<file path="src/hdl/dmwbc_pkg.sv">
// ----------------------------------------------------------------------------
// dmwbc_pkg
// Types and constants shared by the direct-mapped write-back cache.
// ----------------------------------------------------------------------------
package dmwbc_pkg;

  localparam int NUM_LINES  = 8;
  localparam int LINE_BYTES = 16;
  localparam int ADDR_BITS  = 16;
  localparam int OFF_BITS   = $clog2(LINE_BYTES);
  localparam int IDX_BITS   = $clog2(NUM_LINES);
  localparam int TAG_BITS   = 9;
  localparam int LINE_W     = LINE_BYTES * 8;
  localparam int WORDS      = (1 << ADDR_BITS) / LINE_BYTES;
  localparam int WADDR_BITS = ADDR_BITS - OFF_BITS;
  localparam int MAX_OFF    = LINE_BYTES - 4;

  typedef enum logic [1:0] {
    KIND_READ  = 2'd0,
    KIND_WRITE = 2'd1,
    KIND_LOAD  = 2'd2,
    KIND_NONE  = 2'd3
  } kind_t;

  typedef enum logic [2:0] {
    ST_CLEAR,
    ST_IDLE,
    ST_LOOK,
    ST_FILL,
    ST_DONE
  } state_t;

  typedef struct packed {
    logic [1:0]  kind;
    logic [15:0] address;
    logic [7:0]  wdata0;
    logic [7:0]  wdata1;
    logic [7:0]  wdata2;
    logic [7:0]  wdata3;
  } in_item_t;

  typedef struct packed {
    logic       hit;
    logic       error;
    logic [7:0] rdata0;
    logic [7:0] rdata1;
    logic [7:0] rdata2;
    logic [7:0] rdata3;
  } out_item_t;

  // backing memory port control
  typedef struct packed {
    logic                  we;
    logic [WADDR_BITS-1:0] waddr;
    logic [LINE_W-1:0]     wdata;
    logic [LINE_BYTES-1:0] wbe;
    logic [WADDR_BITS-1:0] raddr;
  } mem_ctl_t;

endpackage

</file>
<file path="src/hdl/dmwbc_lines.sv">
// ----------------------------------------------------------------------------
// dmwbc_lines
// Cache line data store, registered read.
// ----------------------------------------------------------------------------
module dmwbc_lines (
  input  logic                                  clk,
  input  logic                                  we,
  input  logic [dmwbc_pkg::IDX_BITS-1:0]        waddr,
  input  logic [dmwbc_pkg::LINE_W-1:0]          wdata,
  input  logic [dmwbc_pkg::IDX_BITS-1:0]        raddr,
  output logic [dmwbc_pkg::LINE_W-1:0]          rdata
);

  logic [dmwbc_pkg::LINE_W-1:0] mem [dmwbc_pkg::NUM_LINES];

  always_ff @(posedge clk) begin
    if (we) begin
      mem[waddr] <= wdata;
    end
    rdata <= mem[raddr];
  end

endmodule

</file>
<file path="config.mk">
export PLATFORM = sky130hd
export DESIGN_NAME = dmwbc_lines
export DESIGN_NICKNAME = d
export VERILOG_FILES = /design/src/hdl/dmwbc_pkg.sv /design/src/hdl/dmwbc_lines.sv
export SDC_FILE = /design/constraint.sdc
export NUM_CORES = 1
export LEC_CHECK = 0
export BUFFER_PORTS_ARGS = -buffer_cell sky130_fd_sc_hd__clkbuf_2
export CAP_MARGIN = 25
export CORE_AREA = 2 2 292 294
export DETAILED_ROUTE_END_ITERATION = 10
export DIE_AREA = 0 0 294 296
export PLACE_DENSITY_LB_ADDON = 0.12
export SLEW_MARGIN = 25
export SYNTH_ARGS = -nofsm -noshare
export SYNTH_HDL_FRONTEND = slang
export SYNTH_SLANG_ARGS = --single-unit
export TNS_END_PERCENT = 10
</file>
<file path="constraint.sdc">
create_clock -name clk -period 23.5 [get_ports clk]
set_input_delay 2.35 -clock clk [delete_from_list [all_inputs] [get_ports clk]]
set_output_delay 2.35 -clock clk [all_outputs]
set_load 0.01 [all_outputs]
</file>
==> key figures <==
Logic synthesis
  – Synth Area in Compound Gates: 0%
  – Mapped Cells: 1,620
  – Xor and xnor area share after synthesis: 0%
  – Post-synthesis mux area share: 17.99%
  – Synth cell types: 18
  – Synth Net Count: 1,756
  – Seq/Total Area, Yosys: 80.16%
  – Mapped cell area: 0.04155 mm2
  – Yosys warning count: 0
  – Post-synthesis simple-gate area fraction: 0.1415%
  – Largest family of logic cells by synthesized area: multiplexers
  – Synth Area in Adders: 0%
  – Flops & latches, synth: 1,152
  – Syn_area_per_cell: 25.65 um2

Global route
  – First-pass GRT wire length: 118,600 um
  – GR Overflow Total: 0
  – Antenna violations before repair: 16
  – Gr usage total: 18.69%
  – Vias in the first global route: 18,260
  – Largest net degree at the start of global routing: 112

Detailed routing
  – Via count: 17,430
  – Final ANT Viol Nets: 0
  – DRC viols: 0
  – Drt first pass iters: 5
  – Via density: 5.541
  – Final wirelength: 80,930 um
  – Wirelength per Cell: 25.72 um
  – DR iter-0 viols: 1,141

Power
  – LEAKAGE: 16.02 nW
  – PD cells: 92.05 mW/mm2
  – Maximum VDD drop: 0.05942 mV

Clock tree
  – Clock slew at reported path FFs: 0.06 ns
  – CTS H-Tree Depth: 3
  – CTS tree: yes
  – Post-CTS Resized: 0
  – Num CTS Buffers: 112
  – Clk buf depth: 3
  – Clock root buffer: clkbuf_16
  – Post-CTS setup buffer count: 0
  – Clk_lat worst skew: 0.67 ns
  – # clock sinks: 1,152
  – Hold Buf Count CTS: 0

Floorplanning
  – Starting Density: 49.35%
  – Die Wd: 294 um
  – Row count: 107
  – Die Y: 296 um
  – # IOs: 264
  – Die Area: 0.08702 mm2
  – Core footprint: 0.08421 mm2

Timing
  – Relative slew slack: 34.57%
  – Period utilization: 22.67%
  – Setup WS post-layout: 18.17 ns
  – Clock skew: 0.01733 ns
  – Max Clk Rate: 187.7 MHz
  – RSZ-0062 raised after global routing: false
  – Setup TNS: 0 ns
  – Setup violations, final: 0
  – Post-layout min period: 5.328 ns
  – Slew Viols, Final: 0
  – Hold Vio Cnt, Final: 0
  – Measured slew at the worst slew-check pin: 0.9815 ns

Final layout
  – Fin util: 56.74%
  – Final non-filler cell total: 3,146
  – Layout cells sized above 1: 38.41%
  – Commonest non-fill, non-tap cell in the layout: edfxtp_1
  – Most frequent cells in the layout: edfxtp_1, clkbuf_2, mux4_2
  – # nets final: 2,092
  – Area Growth Syn to Fin: 14.99%

Critical path
  – Kind of critical path: primary input to flip-flop
  – R2R setup slack: 22.20 ns
  – Arrival @ worst endpoint: 5.62 ns
  – Crit-path max FO: 45
  – Critical Path Sink Type: flip-flop
  – WP data required: 23.79 ns
  – Crit start category: primary input

Place
  – Setup slack at placement: 17.33 ns
  – PortBufs: 263
  – Dpl cells: 2,931
  – Dpl hpwl: 41,010 um
  – RD Place Congestion: 0.6894

Outcome
  – Status: finished clean

Hold path
  – HP Class: flip-flop to flip-flop

Job
  – Max cap viols: 0
==> worst paths after layout <==
kind,cells past startpoint,end,startpoint
min,2,rdata[114],mem[2][114]
min reg2reg,2,rdata[114],mem[2][114]
max reg2reg,2,rdata[21],mem[1][21]
max,6,mem[1][4],waddr[2]
==> sequential cells by signal, summed over array words and instances, names as in the netlist <==
| signal | count |
|---|---|
| mem | 1024 |
| rdata | 128 |
==> cells in the mapped netlist <==
master / number / share of area [%]
edfxtp_1: 1024 / 74
mux4_2: 184 / 10
dfxtp_1: 128 / 6.2
mux2_2: 128 / 3.5
mux4_1: 72 / 4.6
buf_8: 19 / 0.69
buf_1: 13 / 0.12
clkbuf_8: 13 / 0.43
clkbuf_1: 12 / 0.11
buf_6: 7 / 0.19
nor2_1: 6 / 0.054
buf_2: 3 / 0.036
nand2b_1: 3 / 0.045
buf_12: 2 / 0.096
nand2_1: 2 / 0.018
nor3_1: 2 / 0.024
buf_4: 1 / 0.018
clkbuf_4: 1 / 0.018
==> per-stage QoR <==
step	hold WS (ns)	area, um2	total power [mW]
floorplan	0.6407	41550	2.514
global placement	0.6472	43860	2.597
detailed placement	0.6549	43860	2.604
CTS	0.6712	47740	4.451
global route	0.6914	47780	4.551
finish	0.6649	47780	4.399
==> where the power goes <==
group	switching (mW)	total [mW]	leakage, nW	internal [mW]
combinational	0.118	0.218	3.73	0.0997
sequential	0.0221	2.34	10.4	2.31
clock	0.740	1.85	1.91	1.11
total	0.880	4.40	16.0	3.52
==> routing by layer <==
layer  share of wire (%)  up-vias  track usage (%)
met5                0.20        -                0
met1                  43     9339            25.05
li1                    -     7610                -
met4                 1.7       26            5.027
met2                  50      343            30.92
met3                 5.3      115            4.579
==> worst max-delay path: stages <==
cell      delay, ns
clkbuf_2       0.09
nand2b_1       0.29
nor2_4         0.77
buf_4          0.61
buf_4          0.76
buf_4          0.70
==> area by class of cell <==
| class | instances | area [um2] |
|---|---|---|
| Fill cell | 6143 | 36430 |
| Clock inverter | 55 | 670.6 |
| Sequential cell | 1152 | 33310 |
| Timing Repair Buffer | 293 | 1637 |
| Tap cell | 1090 | 1364 |
| Clock buffer | 157 | 3204 |
| Multi-Input combinational cell | 397 | 7591 |
| Antenna cell | 2 | 5.005 |
==> cell families after synthesis <==
| family | Yosys count |
|---|---|
| buf+inv | 71 |
| flops | 1152 |
| mux | 384 |
| simple gates | 13 |
Note: power is estimated with default switching activity, not from simulation.
